### config.mk
export PLATFORM = sky130hd
export DESIGN_NAME = zms_cell
export DESIGN_NICKNAME = d
export VERILOG_FILES = /design/src/rtl/assert_macros.svh /design/src/rtl/zms_pkg.sv /design/src/rtl/zms_cell.sv
export SDC_FILE = /design/constraint.sdc
export NUM_CORES = 1
export LEC_CHECK = 0
export ABC_AREA = 1
export BUFFER_PORTS_ARGS = -buffer_cell sky130_fd_sc_hd__clkbuf_2
export CORE_MARGIN = 5
export CORE_UTILIZATION = 25
export DETAILED_ROUTE_END_ITERATION = 10
export PLACE_DENSITY = 0.54
export SETUP_SLACK_MARGIN = 0.15
export SYNTH_ARGS = -nofsm -noshare
export SYNTH_HDL_FRONTEND = slang
export SYNTH_SLANG_ARGS = --single-unit
### constraint.sdc
create_clock -name aclk -period 8.2 [get_ports aclk]
set_input_delay 2.05 -clock aclk [delete_from_list [all_inputs] [get_ports aclk]]
set_output_delay 2.05 -clock aclk [all_outputs]
set_load 0.01 [all_outputs]
### src/rtl/assert_macros.svh
// Assertion macros shared by the zigzag matrix sorter RTL.
`ifndef ASSERT_MACROS_SVH
`define ASSERT_MACROS_SVH

// Same-cycle implication, clocked on aclk, off while in reset.
`define ZMS_ASSERT_IMPL(label, ante, cons) \
    label: assert property (@(posedge aclk) disable iff (!aresetn) (ante) |-> (cons)) \
        else $error("assertion failed");

// Next-cycle implication, clocked on aclk, off while in reset.
`define ZMS_ASSERT_NEXT(label, ante, cons) \
    label: assert property (@(posedge aclk) disable iff (!aresetn) (ante) |=> (cons)) \
        else $error("assertion failed");

`endif

### src/rtl/zms_pkg.sv
// Shared constants, types and helpers of the zigzag matrix sorter.
package zms_pkg;

    localparam int MAX_ROWS  = 8;
    localparam int MAX_COLS  = 8;
    localparam int DEPTH     = MAX_ROWS * MAX_COLS;
    localparam int VALUE_W   = 32;
    localparam int ROW_W     = 3;
    localparam int COL_W     = 3;
    localparam int DIM_W     = 4;
    localparam int COUNT_W   = $clog2(DEPTH + 1);
    localparam int CFG_IDX_W = 1;

    localparam logic [CFG_IDX_W-1:0] REG_ROW_COUNT = CFG_IDX_W'(0);
    localparam logic [CFG_IDX_W-1:0] REG_COL_COUNT = CFG_IDX_W'(1);

    typedef logic signed [VALUE_W-1:0] value_t;

    // per-cycle command broadcast to every cell
    typedef struct packed {
        logic insert;
        logic shift;
        logic clear;
    } cell_ctl_t;

    // snake coordinate generator status
    typedef struct packed {
        logic             active;
        logic [ROW_W-1:0] row;
        logic [COL_W-1:0] col;
        logic             last;
    } snake_t;

    // dimension minus one: zero acts as one, oversized saturates
    function automatic logic [ROW_W-1:0] clamp_m1(input logic [DIM_W-1:0] v,
                                                  input logic [DIM_W-1:0] maxv);
        logic [DIM_W-1:0] d;
        begin
            d = v;
            if (v == '0) begin
                d = DIM_W'(1);
            end else if (v > maxv) begin
                d = maxv;
            end
            return ROW_W'(d - DIM_W'(1));
        end
    endfunction

endpackage

### src/rtl/zms_cell.sv
// One cell of the insertion-sort chain: holds one value and its valid flag.
module zms_cell (
    input  logic              aclk,
    input  logic              aresetn,
    input  zms_pkg::cell_ctl_t ctl,
    input  zms_pkg::value_t   new_value,
    input  zms_pkg::value_t   prev_value,
    input  logic              prev_valid,
    input  logic              prev_lt,
    input  zms_pkg::value_t   next_value,
    input  logic              next_valid,
    output zms_pkg::value_t   value,
    output logic              valid,
    output logic              lt
);

    zms_pkg::value_t value_reg, value_next;
    logic            valid_reg, valid_next;

    // new value belongs at or before this cell
    assign lt = !valid_reg || (new_value < value_reg);

    always_comb begin
        value_next = value_reg;
        valid_next = valid_reg;
        if (ctl.clear) begin
            valid_next = 1'b0;
        end else if (ctl.insert) begin
            if (lt) begin
                value_next = prev_lt ? prev_value : new_value;
                valid_next = prev_valid;
            end
        end else if (ctl.shift) begin
            value_next = next_value;
            valid_next = next_valid;
        end
    end

    always_ff @(posedge aclk) begin
        if (!aresetn) begin
            valid_reg <= 1'b0;
        end else begin
            valid_reg <= valid_next;
        end
    end

    always_ff @(posedge aclk) begin
        value_reg <= value_next;
    end

    assign value = value_reg;
    assign valid = valid_reg;

endmodule

==> results.yml, run 1 <==
critical_path:
  max_stage_delay_ps: 280
  crit_slowest_cell: "ha_1"
  cp-start-kind: "input port"
  crit_required_ps: 6150
  criticalPathCategory: "input port to primary output"
  end_kind: "primary output"
  crit_top_cell: "nand2_1"
  cp_max_fo: 2
  path_cells: "clkbuf_2 > ha_1 > a21oi_1 > nor2_1 > nor3_2 > nand2_1 > nand2_1 > nand2_1 > nand2_1 > nand3_1 > nand3_1 > clkbuf_2"
  critPathArrivalTime_ps: 3410
global_route:
  grt_pass1_vias: 2600
  track_usage_pct: 12.5
  grt_max_degree: 37
  grt_overflow: 0
  grt_pass1_wl_mm: 12.5
  antenna_found_initial: 0
timing:
  setup_viol: 0
  worstMarginPinSlew_ps: 1170
  slew_headroom_pct: 21.6
  fin_crit_ps: 5460
  finalHoldViolations: 0
  rsz0062_at_grt: "no"
  fin_skew_ps: 11.6
  fmax_mhz: 183
  post-route-period-util_pct: 66.6
  slew_violations: 0
  fin_ws_ps: 2740
  tns_ps: 0
  whs_ps: 657
drt:
  drt-total-wl_mm: 7.80
  num_vias: 2551
  via_per_inst: 4.33
  drt_first_pass_iters: 5
  drt_iter0_drc: 119
  route.detailed.drc: 0
  wire_per_inst_um: 13.2
  postRouteAntennaNets: 0
power_and_ir_drop:
  total_power_uw: 454
  vdd_drop_max_mv: 0.0566
  p_leak_nw: 1.78
  powerDensity_nw_per_um2: 133
synthesis:
  yosys_warnings: 0
  synth.top_cells.by_area: "edfxtp_1 (38%), ha_1 (15%), o21ai_0 (13%)"
  yosys.area.top_type: "edfxtp_1"
  syn_inst: 324
  netlist_area_sq_um: 2520
  synth-seq-cells: 33
  synth.distinct_cells: 22
  synthesis.nets: 459
  ys_seq_area_share_pct: 38.9
  avgSynthCellArea_sq_um: 7.79
  synth.top_cell.area_share_pct: 38.1
finish:
  final_area_sq_um: 3410
  final_cell_mix: "clkbuf_2 (137), o21ai_0 (64), nand2_1 (64)"
  areaGrowthSynthToFinish_pct: 34.9
  n_fill_cell: 1088
  layout.cells.non_filler: 589
  nNetsFinal: 590
  n_antenna_cell: 0
  final_common_cell: "clkbuf_2"
  multiInputGateArea_sq_um: 1330
  largest_reg_flops: 32
  layout-drive-gt1-share_pct: 33.6
  utilization_pct: 34.7
  regArea_sq_um: 981
die:
  start_util_pct: 25.7
  fp.dieW_um: 110
  num_io_pins: 138
  die_area_sq_um: 12200
  core_sq_um: 9820
  die_h_um: 110
  rows: 36
clocking:
  cts-root-buf: "clkbuf_8"
  cts_resized: 0
  cts_max_path_buffers: 2
  cts.sinks: 33
  ctsHoldBuffers: 0
  htreeDepth: 2
  post_cts_buffers: 0
  clk_latency_ps: 290
  clk_pin_slew_ps: 70
  cts_tree: "built"
  numCtsBuffers: 5
placed_design:
  dpl.cell_count: 581
  dp_hpwl_mm: 5.95
  gp_congestion: 0.734
  port_buffers: 137
  post-place-ws_ps: 2710
  dpl_cell_area_sq_um: 3330
run:
  max_cap_viol_count: 0
outcome:
  status: "completed"
hold_path:
  hp-class: "flop to flop"
critical path, delay by kind of cell:
| family | cells | cell delay, ps |
|---|---|---|
| compound gates | 1 | 150 |
| fa+ha+maj | 1 | 280 |
| buf+inv | 2 | 240 |
| simple gates | 8 | 690 |
Yosys cell counts:
cell	number
nand2_1	64
o21ai_0	64
inv_1	44
nor2_1	42
edfxtp_1	32
ha_1	31
a21oi_1	13
clkbuf_1	12
o21ai_1	4
nand3_1	3
a21oi_2	2
nand3_2	2
nor3_2	2
clkbuf_8	1
dfxtp_1	1
mux2i_1	1
nand2_2	1
nand4_1	1
nand4_2	1
nor2_2	1
nor3b_1	1
o21a_1	1
cells by family (layout without fill, tap and decap cells):
group / Yosys count / count (layout) / share of synthesized area, %
simple gates: 118 / 118 / 19.5
compound gates: 84 / 84 / 17.0
buf+inv: 57 / 189 / 8.87
flops: 33 / 33 / 38.9
fa+ha+maj: 31 / 31 / 15.4
mux: 1 / 1 / 0.396
layer usage:
metal  wire length (um)  global-route usage, %  vias up
met5                  0                      0        -
met4                 91                   2.96        0
met3                661                   4.87        9
met2               3600                   21.0       96
met1               3440                   15.2     1103
li1                   -                      -     1343
cell type report:
class	count	share of cell area, %
inverter	44	4.85
sequential	33	28.8
multi-input combinational	234	39.0
timing repair buffer	137	20.1
clock buffer	5	2.02
clock inverter	3	0.367
tap	133	4.88
power breakdown:
part           total [mW]  switching, mW  internal, mW  leakage [nW]
registers           0.208        0.00629         0.201         0.317
clock network       0.123         0.0662        0.0573        0.0430
logic               0.123         0.0702        0.0533          1.42
path summary, 6_finish.rpt:
kind                     start        to  slack [ps]  cells past startpoint
setup / recovery  new_value[5]        lt        2740                     12
hold / removal           valid     valid         660                      4
setup reg to reg     value[17]  value[9]        5400                     11
hold reg to reg          valid     valid         660                      4
Note: power is estimated with default switching activity, not from simulation.
==> inputs of run 2 (changes only) <==
--- a/config.mk
+++ b/config.mk
@@ -5,7 +5,7 @@
 export SDC_FILE = /design/constraint.sdc
 export NUM_CORES = 1
 export LEC_CHECK = 0
-export ABC_AREA = 1
+export ABC_AREA = 0
 export BUFFER_PORTS_ARGS = -buffer_cell sky130_fd_sc_hd__clkbuf_2
 export CORE_MARGIN = 5
 export CORE_UTILIZATION = 25
==> constraint.sdc (replaced) <==
create_clock -name aclk -period 5.72 [get_ports aclk]
set_input_delay 1.43 -clock aclk [delete_from_list [all_inputs] [get_ports aclk]]
set_output_delay 1.43 -clock aclk [all_outputs]
set_load 0.01 [all_outputs]
==> run 2 against run 1 <==
  * Global-route usage fell by 0.94 points
  * Non-clock buffer count increased by 1
  * Via count is 8.8% lower
  * First-iteration DRC count is 49% lower
  * Worst setup slack got worse by 1800 ps
  * Highest routed layer unchanged
  * Sequential cell count is the same
  * Worst hold slack got worse by 6.7 ps
  * Total power grew 45%
  * Combinational power up 50%
  * Cell area increased by 0.40%
  * Synthesized cell count fell by 17%
  * Clock power rose by 43%
==> results.yml, run 2 <==
clocking:
  clk_latency_ps: 280
  cts.sinks: 33
  clk_pin_slew_ps: 70
  cts_tree: "built"
  numCtsBuffers: 5
  cts-root-buf: "clkbuf_8"
  ctsHoldBuffers: 0
  cts_resized: 0
  cts_max_path_buffers: 2
  htreeDepth: 2
  post_cts_buffers: 0
synthesis:
  yosys.area.top_type: "edfxtp_1"
  synth.top_cell.area_share_pct: 38.1
  synth_edf_count: 32
  synth-async-reset-ratio_pct: 0
  avgSynthCellArea_sq_um: 9.38
  netlist_area_sq_um: 2520
  yosys-top-cells-count: "a21oi_1 (44), nor2_1 (37), inv_1 (33)"
  yosys_warnings: 0
  post-synth-top-count-cell: "a21oi_1"
  synth-seq-cells: 33
  synth.top_cells.by_area: "edfxtp_1 (38%), ha_1 (15%), mux2i_1 (13%)"
  ys_seq_area_share_pct: 38.9
  ys.flop_type: "edfxtp_1"
  synth.distinct_cells: 32
  syn_inst: 269
  synthesis.nets: 404
drt:
  num_vias: 2327
  drt-total-wl_mm: 6.93
  wire_per_inst_um: 12.9
  via_per_inst: 4.33
  route.detailed.drc: 0
  drt_iter0_drc: 61
  postRouteAntennaNets: 0
  drt_first_pass_iters: 4
finish:
  final_cell_mix: "clkbuf_2 (137), a21oi_1 (44), nor2_1 (37)"
  layout-drive-gt1-share_pct: 37.1
  nNetsFinal: 538
  final_area_sq_um: 3420
  final_common_cell: "clkbuf_2"
  largest_reg_flops: 32
  n_antenna_cell: 0
  areaGrowthSynthToFinish_pct: 35.6
global_route:
  grt_pass1_wl_mm: 11.9
  grt_overflow: 0
  grt_pass1_vias: 2502
  antenna_found_initial: 0
  grt_max_degree: 48
  track_usage_pct: 11.6
timing:
  rsz0062_at_grt: "no"
  tns_ps: 0
  fin_skew_ps: 7.82
  slew_headroom_pct: 26.7
  worstMarginPinSlew_ps: 1100
  setup_viol: 0
  fin_crit_ps: 4740
  post-route-period-util_pct: 82.8
  finalHoldViolations: 0
  slew_violations: 0
  fmax_mhz: 211
die:
  rows: 36
  start_util_pct: 25.7
  num_io_pins: 138
  die_h_um: 110
  fp.dieW_um: 110
  core_sq_um: 9820
  die_area_sq_um: 12200
placed_design:
  gp_congestion: 0.764
  port_buffers: 137
  dpl_cell_area_sq_um: 3340
  dp_hpwl_mm: 5.81
critical_path:
  cp.buffers_inverters: 2
  cp-start-kind: "input port"
  path_depth: 7
  crit_slowest_cell: "nor4_1"
  regToRegEndpoint: "value[24]"
  crit_required_ps: 4290
  path_cells: "clkbuf_2 > ha_1 > nand4_1 > nor4_1 > a21oi_2 > mux2_4 > clkbuf_2"
  regToRegStartpoint: "value[31]"
  rrSetupSlack_ps: 2950
  endpoint: "lt"
  cp_top_family: "simple AND/OR/NAND/NOR gates"
  crit_top_cell: "clkbuf_2"
  max_stage_delay_ps: 640
  worstSetupStartpoint: "new_value[31]"
  reg2reg_depth: 8
  cp_max_fo: 5
  criticalPathCategory: "input port to primary output"
  end_kind: "primary output"
  critPathArrivalTime_ps: 3310
power_and_ir_drop:
  p_leak_nw: 1.76
  pwr-share-clk_pct: 26.7
  power.share.sequential_pct: 45.2
  p_sw_uw: 200
  vdd_drop_max_mv: 0.0673
  pwr-share-comb_pct: 28.1
  p_sw_share_pct: 30.3
  powerDensity_nw_per_um2: 193
  p_int_uw: 459
  total_power_uw: 659
hold_path:
  hp-class: "flop to flop"
  hold_depth: 2
run:
  max_cap_viol_count: 0
outcome:
  status: "completed"
==> run 2: final cells by class <==
type | instances | area (sq um)
Sequential cell | 33 | 981
Inverter | 33 | 124
Multi-Input combinational cell | 192 | 1370
Clock buffer | 6 | 72.6
Timing Repair Buffer | 138 | 693
Fill cell | 1087 | 6400
Clock inverter | 2 | 10.0
Tap cell | 133 | 166
==> run 2: per-stage QoR <==
step / util, % / hold slack [ps] / setup slack, ps / instances
final: 34.8 / 651 / 983 / 537
after global routing: 34.8 / 661 / 849 / 537
after CTS: 34.8 / 641 / 961 / 537
after detailed placement: 34.0 / 629 / 969 / 529
after global placement: 34.0 / 613 / 1000 / 529
after floorplan: - / 603 / 1350 / 269
==> run 2: tightest hold or removal path, delay by kind of cell (launching register included) <==
family / cells / cell delay [ps]
DFF: 1 / 360
and+or+nand+nor: 1 / 50
AOI/OAI and AO/OA: 1 / 190
==> run 2: kinds of logic (layout without fill, tap and decap cells) <==
logic type | after synthesis | after routing | share of synthesized area [%]
buffers and inverters | 44 | 179 | 6.70
AND/OR/NAND/NOR | 67 | 67 | 11.9
flip-flops | 33 | 33 | 38.9
adder cells (fa/ha/maj) | 31 | 31 | 15.4
AO/OA/AOI/OAI | 61 | 61 | 13.9
multiplexers | 33 | 33 | 13.3
==> run 2: power groups by stage <==
stage / registers (mW) / clock network [mW] / logic [mW]
2_1_floorplan: 0.311 / 0 / 0.0989
3_3_place_gp: 0.303 / 0 / 0.187
3_5_place_dp: 0.304 / 0 / 0.189
4_1_cts: 0.298 / 0.185 / 0.190
5_1_grt: 0.300 / 0.193 / 0.215
6_report: 0.298 / 0.176 / 0.185
==> run 2: worst min-delay path by stage <==
stage	start	to	slack, ps
2_1_floorplan	valid	valid	600
3_3_place_gp	valid	valid	610
3_5_place_dp	valid	valid	630
4_1_cts	valid	valid	640
5_1_grt	valid	valid	660
6_report	valid	valid	650
==> run 2: routing by layer <==
metal / wire length [um] / vias up / track usage (%)
li1: - / 1234 / -
met5: 0 / - / 0
met3: 588 / 2 / 4.32
met2: 3090 / 87 / 18.9
met1: 3230 / 1004 / 14.6
met4: 27 / 0 / 2.55
