===== config.mk =====
export PLATFORM = sky130hd
export DESIGN_NAME = zms_snake
export DESIGN_NICKNAME = d
export VERILOG_FILES = /design/src/rtl/assert_macros.svh /design/src/rtl/zms_pkg.sv /design/src/rtl/zms_snake.sv
export SDC_FILE = /design/constraint.sdc
export NUM_CORES = 1
export LEC_CHECK = 0
export ABC_AREA = 1
export BUFFER_PORTS_ARGS = -buffer_cell sky130_fd_sc_hd__buf_4
export CORE_UTILIZATION = 30
export CTS_CLUSTER_DIAMETER = 60
export CTS_CLUSTER_SIZE = 12
export DETAILED_ROUTE_END_ITERATION = 10
export PLACE_DENSITY_LB_ADDON = 0.25
export SLEW_MARGIN = 15
export SYNTH_ARGS = -nofsm -noshare
export SYNTH_HDL_FRONTEND = slang
export SYNTH_SLANG_ARGS = --single-unit

===== constraint.sdc =====
create_clock -name aclk -period 1.6 [get_ports aclk]
set_input_delay 0.08 -clock aclk [delete_from_list [all_inputs] [get_ports aclk]]
set_output_delay 0.08 -clock aclk [all_outputs]
set_load 0.01 [all_outputs]

===== src/rtl/assert_macros.svh =====
// Assertion macros shared by the zigzag matrix sorter RTL.
`ifndef ASSERT_MACROS_SVH
`define ASSERT_MACROS_SVH

// Same-cycle implication, clocked on aclk, off while in reset.
`define ZMS_ASSERT_IMPL(label, ante, cons) \
    label: assert property (@(posedge aclk) disable iff (!aresetn) (ante) |-> (cons)) \
        else $error("assertion failed");

// Next-cycle implication, clocked on aclk, off while in reset.
`define ZMS_ASSERT_NEXT(label, ante, cons) \
    label: assert property (@(posedge aclk) disable iff (!aresetn) (ante) |=> (cons)) \
        else $error("assertion failed");

`endif


===== src/rtl/zms_pkg.sv =====
// Shared constants, types and helpers of the zigzag matrix sorter.
package zms_pkg;

    localparam int MAX_ROWS  = 8;
    localparam int MAX_COLS  = 8;
    localparam int DEPTH     = MAX_ROWS * MAX_COLS;
    localparam int VALUE_W   = 32;
    localparam int ROW_W     = 3;
    localparam int COL_W     = 3;
    localparam int DIM_W     = 4;
    localparam int COUNT_W   = $clog2(DEPTH + 1);
    localparam int CFG_IDX_W = 1;

    localparam logic [CFG_IDX_W-1:0] REG_ROW_COUNT = CFG_IDX_W'(0);
    localparam logic [CFG_IDX_W-1:0] REG_COL_COUNT = CFG_IDX_W'(1);

    typedef logic signed [VALUE_W-1:0] value_t;

    // per-cycle command broadcast to every cell
    typedef struct packed {
        logic insert;
        logic shift;
        logic clear;
    } cell_ctl_t;

    // snake coordinate generator status
    typedef struct packed {
        logic             active;
        logic [ROW_W-1:0] row;
        logic [COL_W-1:0] col;
        logic             last;
    } snake_t;

    // dimension minus one: zero acts as one, oversized saturates
    function automatic logic [ROW_W-1:0] clamp_m1(input logic [DIM_W-1:0] v,
                                                  input logic [DIM_W-1:0] maxv);
        logic [DIM_W-1:0] d;
        begin
            d = v;
            if (v == '0) begin
                d = DIM_W'(1);
            end else if (v > maxv) begin
                d = maxv;
            end
            return ROW_W'(d - DIM_W'(1));
        end
    endfunction

endpackage


===== src/rtl/zms_snake.sv =====
// Snake-order destination counter used while the sorted chain drains.
module zms_snake (
    input  logic                      aclk,
    input  logic                      aresetn,
    input  logic                      start,
    input  logic                      advance,
    input  logic [zms_pkg::ROW_W-1:0] rows_m1,
    input  logic [zms_pkg::COL_W-1:0] cols_m1,
    output zms_pkg::snake_t           status
);

    localparam logic [zms_pkg::ROW_W-1:0] ROW_ONE = zms_pkg::ROW_W'(1);
    localparam logic [zms_pkg::COL_W-1:0] COL_ONE = zms_pkg::COL_W'(1);

    logic                      active_reg, active_next;
    logic [zms_pkg::ROW_W-1:0] row_reg, row_next;
    logic [zms_pkg::COL_W-1:0] idx_reg, idx_next;
    logic                      row_done;
    logic                      last;

    assign row_done = (idx_reg == cols_m1);
    assign last     = row_done && (row_reg == rows_m1);

    always_comb begin
        active_next = active_reg;
        row_next    = row_reg;
        idx_next    = idx_reg;
        if (start) begin
            active_next = 1'b1;
            row_next    = '0;
            idx_next    = '0;
        end else if (advance) begin
            if (last) begin
                active_next = 1'b0;
            end else if (row_done) begin
                idx_next = '0;
                row_next = row_reg + ROW_ONE;
            end else begin
                idx_next = idx_reg + COL_ONE;
            end
        end
    end

    always_ff @(posedge aclk) begin
        if (!aresetn) begin
            active_reg <= 1'b0;
            row_reg    <= '0;
            idx_reg    <= '0;
        end else begin
            active_reg <= active_next;
            row_reg    <= row_next;
            idx_reg    <= idx_next;
        end
    end

    // odd rows run right to left
    assign status.active = active_reg;
    assign status.row    = row_reg;
    assign status.col    = row_reg[0] ? (cols_m1 - idx_reg) : idx_reg;
    assign status.last   = last;

endmodule


==> flow_metrics.py, run 1 <==
metrics = {
    "clocking": {
        "cts_root_buf": "clkbuf_4",
        "numCtsBuffers": 3,
        "tritoncts": "done",
        "worst_setup_hold_path_clk_slew_ns": 0.05,
        "cts_setup_buffers": 0,
        "clkLatencyLatePin_ns": 0.25,
        "htreeDepth": 1,
        "cts_buffer_depth": 2,
        "cts.sinks": 7,
    },
    "detailed_routing": {
        "via_count": 540,
        "via_per_inst": 4.25,
        "dr.pass1.iters": 4,
        "antenna_left": 0,
        "wire_per_inst_um": 8.31,
        "drt_iter0_markers": 7,
        "drcViolationCount": 0,
        "routed_wl_um": 1060,
    },
    "power": {
        "power_uw": 427,
        "p_seq_share_pct": 42.7,
        "p_leak_nw": 0.374,
        "internal-power_uw": 316,
        "p_comb_share_pct": 20.6,
        "sw_frac_of_total_pct": 25.9,
        "clkPwrFrac_pct": 36.7,
        "ir_drop_v": 0.000311,
        "power_switching_uw": 111,
        "power.density_nw_per_um2": 567,
    },
    "final_layout": {
        "fin_cells": 127,
        "drive_above_1_share_pct": 33.3,
        "design_area_um2": 753,
        "layout_common_cells": "18 x buf_4, 17 x nand2_1, 16 x inv_1, 6 x nor2_1, 6 x dfxtp_1",
        "insertedDiodeCount": 0,
        "layout_commonest_cell": "buf_4",
        "nFillCells": 191,
        "syn2layout_area_growth_pct": 36.2,
        "final_nets": 118,
    },
    "setup_path": {
        "cp_num_buf_inv": 1,
        "worst-setup-path-type": "reg2out",
        "reg2reg_to": "row_reg[0]$_SDFFE_PP0P_",
        "crit_arrival_ns": 1.48,
        "crit_fanout": 4,
        "crit_path_max_incr_delay_ns": 0.36,
        "slowest_stage": "dfxtp_4",
        "required_ns": 1.52,
        "rrSetupSlack_ns": 0.14,
        "path_cells": "ha_4 > fa_2 > xnor2_1 > o21ai_1 > buf_4",
        "reg2reg_depth": 8,
        "rr_startpoint": "idx_reg[1]$_SDFFE_PP0P_",
        "start_kind": "flip-flop",
        "worstSetupEndpointType": "primary output",
        "critical-path-top-delay-family": "adder cells",
    },
    "global_routing": {
        "grt_pass1_vias": 420,
        "antenna_found_initial": 0,
        "grt.overflow.total": 0,
        "grt_pass1_wl_um": 1630,
        "grt_max_degree": 9,
        "grt_usage_pct": 11.4,
    },
    "floorplan": {
        "pin_count": 18,
        "die_h_um": 44.9,
        "core_area_um2": 1730,
        "die_width_um": 44.9,
        "start_util_pct": 32.0,
        "rows": 15,
        "dieArea_um2": 2020,
    },
    "logic_synthesis": {
        "synth.distinct_cells": 19,
        "synth_edf_count": 0,
        "synthCells": 82,
        "avgSynthCellArea_um2": 6.74,
        "synth_ff_type": "dfxtp_1",
        "yosysWarnings": 0,
        "synthArstFlopShare_pct": 0,
        "synth_area_leader_cell": "dfxtp_1",
        "synth_top_area_share_pct": 25.3,
        "ys_top_cells_by_area": "dfxtp_1 25%, nand2_1 12%, inv_1 11%, ha_1 9.0%, o21ai_0 5.4%",
        "ys_ff_latch": 7,
        "synth_area_um2": 553,
        "yosysSeqAreaShare_pct": 25.3,
        "syn_nets": 97,
    },
    "flow_run": {
        "max_cap_violations": 0,
    },
    "timing": {
        "finClkSkew_ns": 0.00366,
        "slew_viol_final": 0,
        "max_freq_ghz": 0.642,
        "setup_ws_ns": 0.0420,
        "timing_hold_violations_final": 0,
        "fin_crit_sh_pct": 97.4,
        "rsz0062_at_grt": "yes",
        "worstMarginPinSlew_ns": 0.306,
        "max_slew_margin_pct": 79.5,
        "period_needed_ns": 1.56,
        "fin_tns_setup_ns": 0,
        "setup_violations": 0,
    },
    "worst_hold_path": {
        "hold_class": "in2reg",
        "min-delay-start": "aresetn",
        "whs_path_depth": 3,
        "whs_endpoint": "active_reg$_SDFFE_PN0P_",
    },
    "placed_design": {
        "port_buffers": 17,
        "dpl_cell_area_um2": 704,
        "dp_cells": 123,
        "place.gp.congestion": 0.705,
        "pre_cts_slack_ns": 0.0983,
        "dp_hpwl_um": 879,
    },
    "status": {
        "outcome": "finished, final reports clean",
    },
}
-- worst register-to-register path: cells and delay by family, from the launching register on --
kind            cells  cell delay (ns)
simple gates        5             0.59
flops               1             0.32
fa+ha+maj           1             0.26
compound gates      1             0.15
buf+inv             1             0.04
-- stage by stage --
step	hold WS, ns	util, %
after floorplan	0.210	-
after CTS	0.0798	42.5
after detailed placement	0.343	40.8
final	0.0832	43.6
after global placement	0.332	40.8
after global routing	0.0824	43.6
-- layout make-up --
cell class,instances,area (um2),area share (%)
clock buffers,4,26.3,3.49
inverters,17,63.8,8.47
multi-input cells,56,353,46.8
flip-flops and latches,7,144,19.1
well taps,25,31.3,4.15
repair buffers,18,135,17.9
-- synth_stat cells (2+ instances only) --
| cell | instances |
|---|---|
| nand3_1 | 3 |
| buf_4 | 2 |
| nor2_1 | 6 |
| nand2_1 | 17 |
| nand2_2 | 4 |
| xnor2_1 | 3 |
| a21oi_1 | 5 |
| nor2_2 | 2 |
| inv_1 | 16 |
| ha_1 | 4 |
| o21ai_0 | 6 |
| dfxtp_1 | 7 |
-- per-layer routing --
layer	up-vias	global-route usage [%]	routed length, um
li1	291	-	-
met1	231	13.5	472
met2	16	18.6	511
met3	2	3.60	55
met4	0	5.45	16
met5	-	0	0
-- cells by family after synthesis --
| logic type | after synthesis | synth area share [%] |
|---|---|---|
| buf+inv | 19 | 14.3 |
| flops | 7 | 25.3 |
| compound gates | 11 | 9.95 |
| simple gates | 36 | 31.4 |
| fa+ha+maj | 5 | 12.7 |
| xor+xnor | 4 | 6.34 |
-- power groups by stage --
stage                     Sequential [mW]  Combinational, mW  Clock [mW]
after floorplan                     0.186             0.0501           0
after global placement              0.186             0.0834           0
after detailed placement            0.186             0.0836           0
after CTS                           0.183             0.0855       0.163
after global routing                0.183             0.0996       0.172
final                               0.182             0.0879       0.157
-- how the worst max path moves through the flow --
stage / startpoint / cells after the start / slack [ns] / to
after floorplan: idx_reg[1]$_SDFFE_PP0P_ / 8 / 0.13 / row_reg[1]$_SDFFE_PP0P_
after global placement: idx_reg[0]$_SDFFE_PP0P_ / 7 / 0.13 / row_reg[0]$_SDFFE_PP0P_
after detailed placement: idx_reg[0]$_SDFFE_PP0P_ / 7 / 0.1 / row_reg[1]$_SDFFE_PP0P_
after CTS: idx_reg[0]$_SDFFE_PP0P_ / 4 / 0.009 / status[2]
after global routing: idx_reg[0]$_SDFFE_PP0P_ / 5 / -0.03 / status[3]
final: idx_reg[0]$_SDFFE_PP0P_ / 5 / 0.04 / status[3]
-- repair_timing --
action / 4_1_cts / 5_1_grt
hold buffers: 0 / 0
setup endpoints to repair: 2 / 2
pin swaps: 0 / 2
gates resized for setup: 4 / 4
gates cloned: 0 / 0
(Power assumes the default switching activity.)
==> inputs of run 2 (changes only) <==
--- a/config.mk
+++ b/config.mk
@@ -8,6 +8,7 @@
 export ABC_AREA = 1
 export BUFFER_PORTS_ARGS = -buffer_cell sky130_fd_sc_hd__buf_4
 export CORE_UTILIZATION = 30
+export CTS_BUF_LIST = sky130_fd_sc_hd__clkbuf_4
 export CTS_CLUSTER_DIAMETER = 60
 export CTS_CLUSTER_SIZE = 12
 export DETAILED_ROUTE_END_ITERATION = 10
==> constraint.sdc (replaced) <==
create_clock -name aclk -period 1.6 [get_ports aclk]
set_input_delay 0.08 -clock aclk [delete_from_list [all_inputs] [get_ports aclk]]
set_output_delay 0.08 -clock aclk [all_outputs]
set_load 0.1 [all_outputs]
==> run 2 against run 1 <==
  * The run now ends with negative setup slack left
  * Non-clock buffer count is 6 higher
  * Critical path type unchanged
  * Routed wire length is 19% higher
  * Clock skew fell by 0.0029 ns
  * Largest cell class unchanged
  * Hold slack got worse by 0.0051 ns
  * Register-to-register slack worse by 0.04 ns
  * Largest power group is now the clock network
==> flow_metrics.py, run 2 (same netlist as run 1, synthesis figures left out) <==
metrics = {
    "status": {
        "outcome": "complete, but fails checks",
        "violations": "negative setup slack",
    },
    "power": {
        "internal-power_uw": 351,
        "sw_frac_of_total_pct": 32.3,
        "power_switching_uw": 167,
        "power_uw": 518,
        "clkPwrFrac_pct": 35.1,
        "p_leak_nw": 0.427,
        "p_comb_share_pct": 30.2,
        "power.density_nw_per_um2": 571,
        "ir_drop_v": 0.000237,
        "p_seq_share_pct": 34.7,
    },
    "detailed_routing": {
        "via_count": 582,
        "dr.pass1.iters": 5,
        "drt_iter0_markers": 7,
        "drcViolationCount": 0,
        "via_per_inst": 4.38,
        "wire_per_inst_um": 9.47,
        "antenna_left": 0,
        "routed_wl_um": 1260,
    },
    "clocking": {
        "tritoncts": "done",
        "numCtsBuffers": 3,
        "htreeDepth": 1,
        "cts_root_buf": "clkbuf_4",
        "cts_buffer_depth": 2,
        "cts.sinks": 7,
        "clkLatencyLatePin_ns": 0.25,
        "worst_setup_hold_path_clk_slew_ns": 0.05,
    },
    "final_layout": {
        "regArea_um2": 151,
        "drive_above_1_share_pct": 48.1,
        "insertedDiodeCount": 0,
        "syn2layout_area_growth_pct": 64.0,
        "fin_cells": 133,
        "layout_commonest_cell": "buf_4",
        "nFillCells": 174,
        "final_nets": 124,
        "design_area_um2": 907,
        "utilization_pct": 52.5,
        "layout_common_cells": "21 x buf_4, 16 x nand2_1, 14 x inv_1, 6 x nor2_1",
        "multi_input_area_um2": 413,
    },
    "floorplan": {
        "die_width_um": 44.9,
        "die_h_um": 44.9,
        "core_area_um2": 1730,
        "rows": 15,
        "dieArea_um2": 2020,
        "pin_count": 18,
        "start_util_pct": 32.0,
    },
    "placed_design": {
        "pre_cts_slack_ns": -0.00954,
        "dpl_cell_area_um2": 769,
        "dp_hpwl_um": 920,
        "dp_cells": 125,
        "port_buffers": 17,
        "place.gp.congestion": 0.729,
    },
    "setup_path": {
        "crit_cells": 5,
        "cp_num_buf_inv": 1,
        "worstSetupEndpointType": "primary output",
        "crit_arrival_ns": 1.61,
        "slowest_stage": "fa_2",
        "crit_start": "idx_reg[0]$_SDFFE_PP0P_",
        "required_ns": 1.52,
        "worst-setup-path-type": "reg2out",
        "critical-path-top-delay-family": "adder cells",
        "path_cells": "ha_4 > fa_2 > xnor2_2 > o21ai_4 > buf_12",
        "crit_fanout": 2,
        "reg2reg_depth": 8,
        "start_kind": "flip-flop",
        "rr_startpoint": "idx_reg[1]$_SDFFE_PP0P_",
        "crit_path_max_incr_delay_ns": 0.37,
    },
    "timing": {
        "slew_viol_final": 0,
        "setup_ws_ns": -0.0855,
        "rsz0062_at_grt": "yes",
        "timing_hold_violations_final": 0,
        "period_needed_ns": 1.69,
        "max_slew_margin_pct": 75.2,
        "fin_crit_sh_pct": 105,
        "fin_tns_setup_ns": -0.102,
        "hold_ws_ns": 0.0781,
        "finClkSkew_ns": 0.000758,
        "worstMarginPinSlew_ns": 0.369,
        "setup_violations": 2,
        "max_freq_ghz": 0.593,
    },
    "flow_run": {
        "max_cap_violations": 0,
    },
    "global_routing": {
        "antenna_found_initial": 0,
        "grt_pass1_vias": 485,
        "grt_util_met1_pct": 15.9,
        "busiest_layer": "met2",
        "grt.overflow.total": 0,
        "use_met3_pct": 1.20,
        "grt_usage_pct": 13.0,
        "grt_max_degree": 9,
        "grt_pass1_wl_um": 1940,
        "use_met2_pct": 22.9,
    },
    "worst_hold_path": {
        "min-delay-start": "aresetn",
        "whs_path_depth": 3,
        "hold_class": "in2reg",
    },
}
## run 2: changes by cell type in the layout (fill, tap and decap cells not counted), moves of 2 or more
cell | before | now
o21ai_4 | 0 | 3
dfxtp_2 | 0 | 3
buf_12 | 0 | 3
buf_4 | 18 | 21
inv_2 | 1 | 3
o21ai_0 | 4 | 2
dfxtp_1 | 6 | 2
inv_1 | 16 | 14
## run 2: final timing paths
check	to	slack (ns)
max	status[3]	-0.09
min	active_reg$_SDFFE_PN0P_	0.08
max reg2reg	row_reg[1]$_SDFFE_PP0P_	0.10
min reg2reg	active_reg$_SDFFE_PN0P_	0.47
## run 2: power by group through the flow
stage               clock network (mW)  registers (mW)  logic (mW)
finish                           0.182           0.180       0.157
global route                     0.193           0.180       0.169
CTS                              0.185           0.181       0.148
detailed placement                   0           0.184       0.138
global placement                     0           0.184       0.137
floorplan                            0           0.190      0.0929
## run 2: routing by layer
metal  routed length, um  up-vias
met5                   0        -
met2                 648       16
li1                    -      303
met3                  34        0
met4                   0        0
met1                 577      263
## run 2: layout make-up
cell class,instances,share of cell area [%]
tap,25,3.45
multi-input combinational,56,45.5
inverter,17,7.03
sequential,7,16.7
clock buffer,4,3.31
timing repair buffer,24,24.0
## run 2: timing repair
| action | CTS | global route |
|---|---|---|
| setup endpoints to repair | 5 | 5 |
| buffers inserted | 1 | 3 |
| pin swaps | 5 | 2 |
| hold buffers | 0 | 0 |
| resized for setup | 15 | 5 |
| hold endpoints to repair | 0 | 0 |
## run 2: worst reg2reg max path: stages (launching register included)
cell	delay [ns]
dfxtp_4	0.36
inv_2	0.05
ha_4	0.25
nand2_2	0.07
nand3b_1	0.21
nor2_2	0.17
nand2_2	0.09
o21ai_0	0.15
nor2_1	0.05
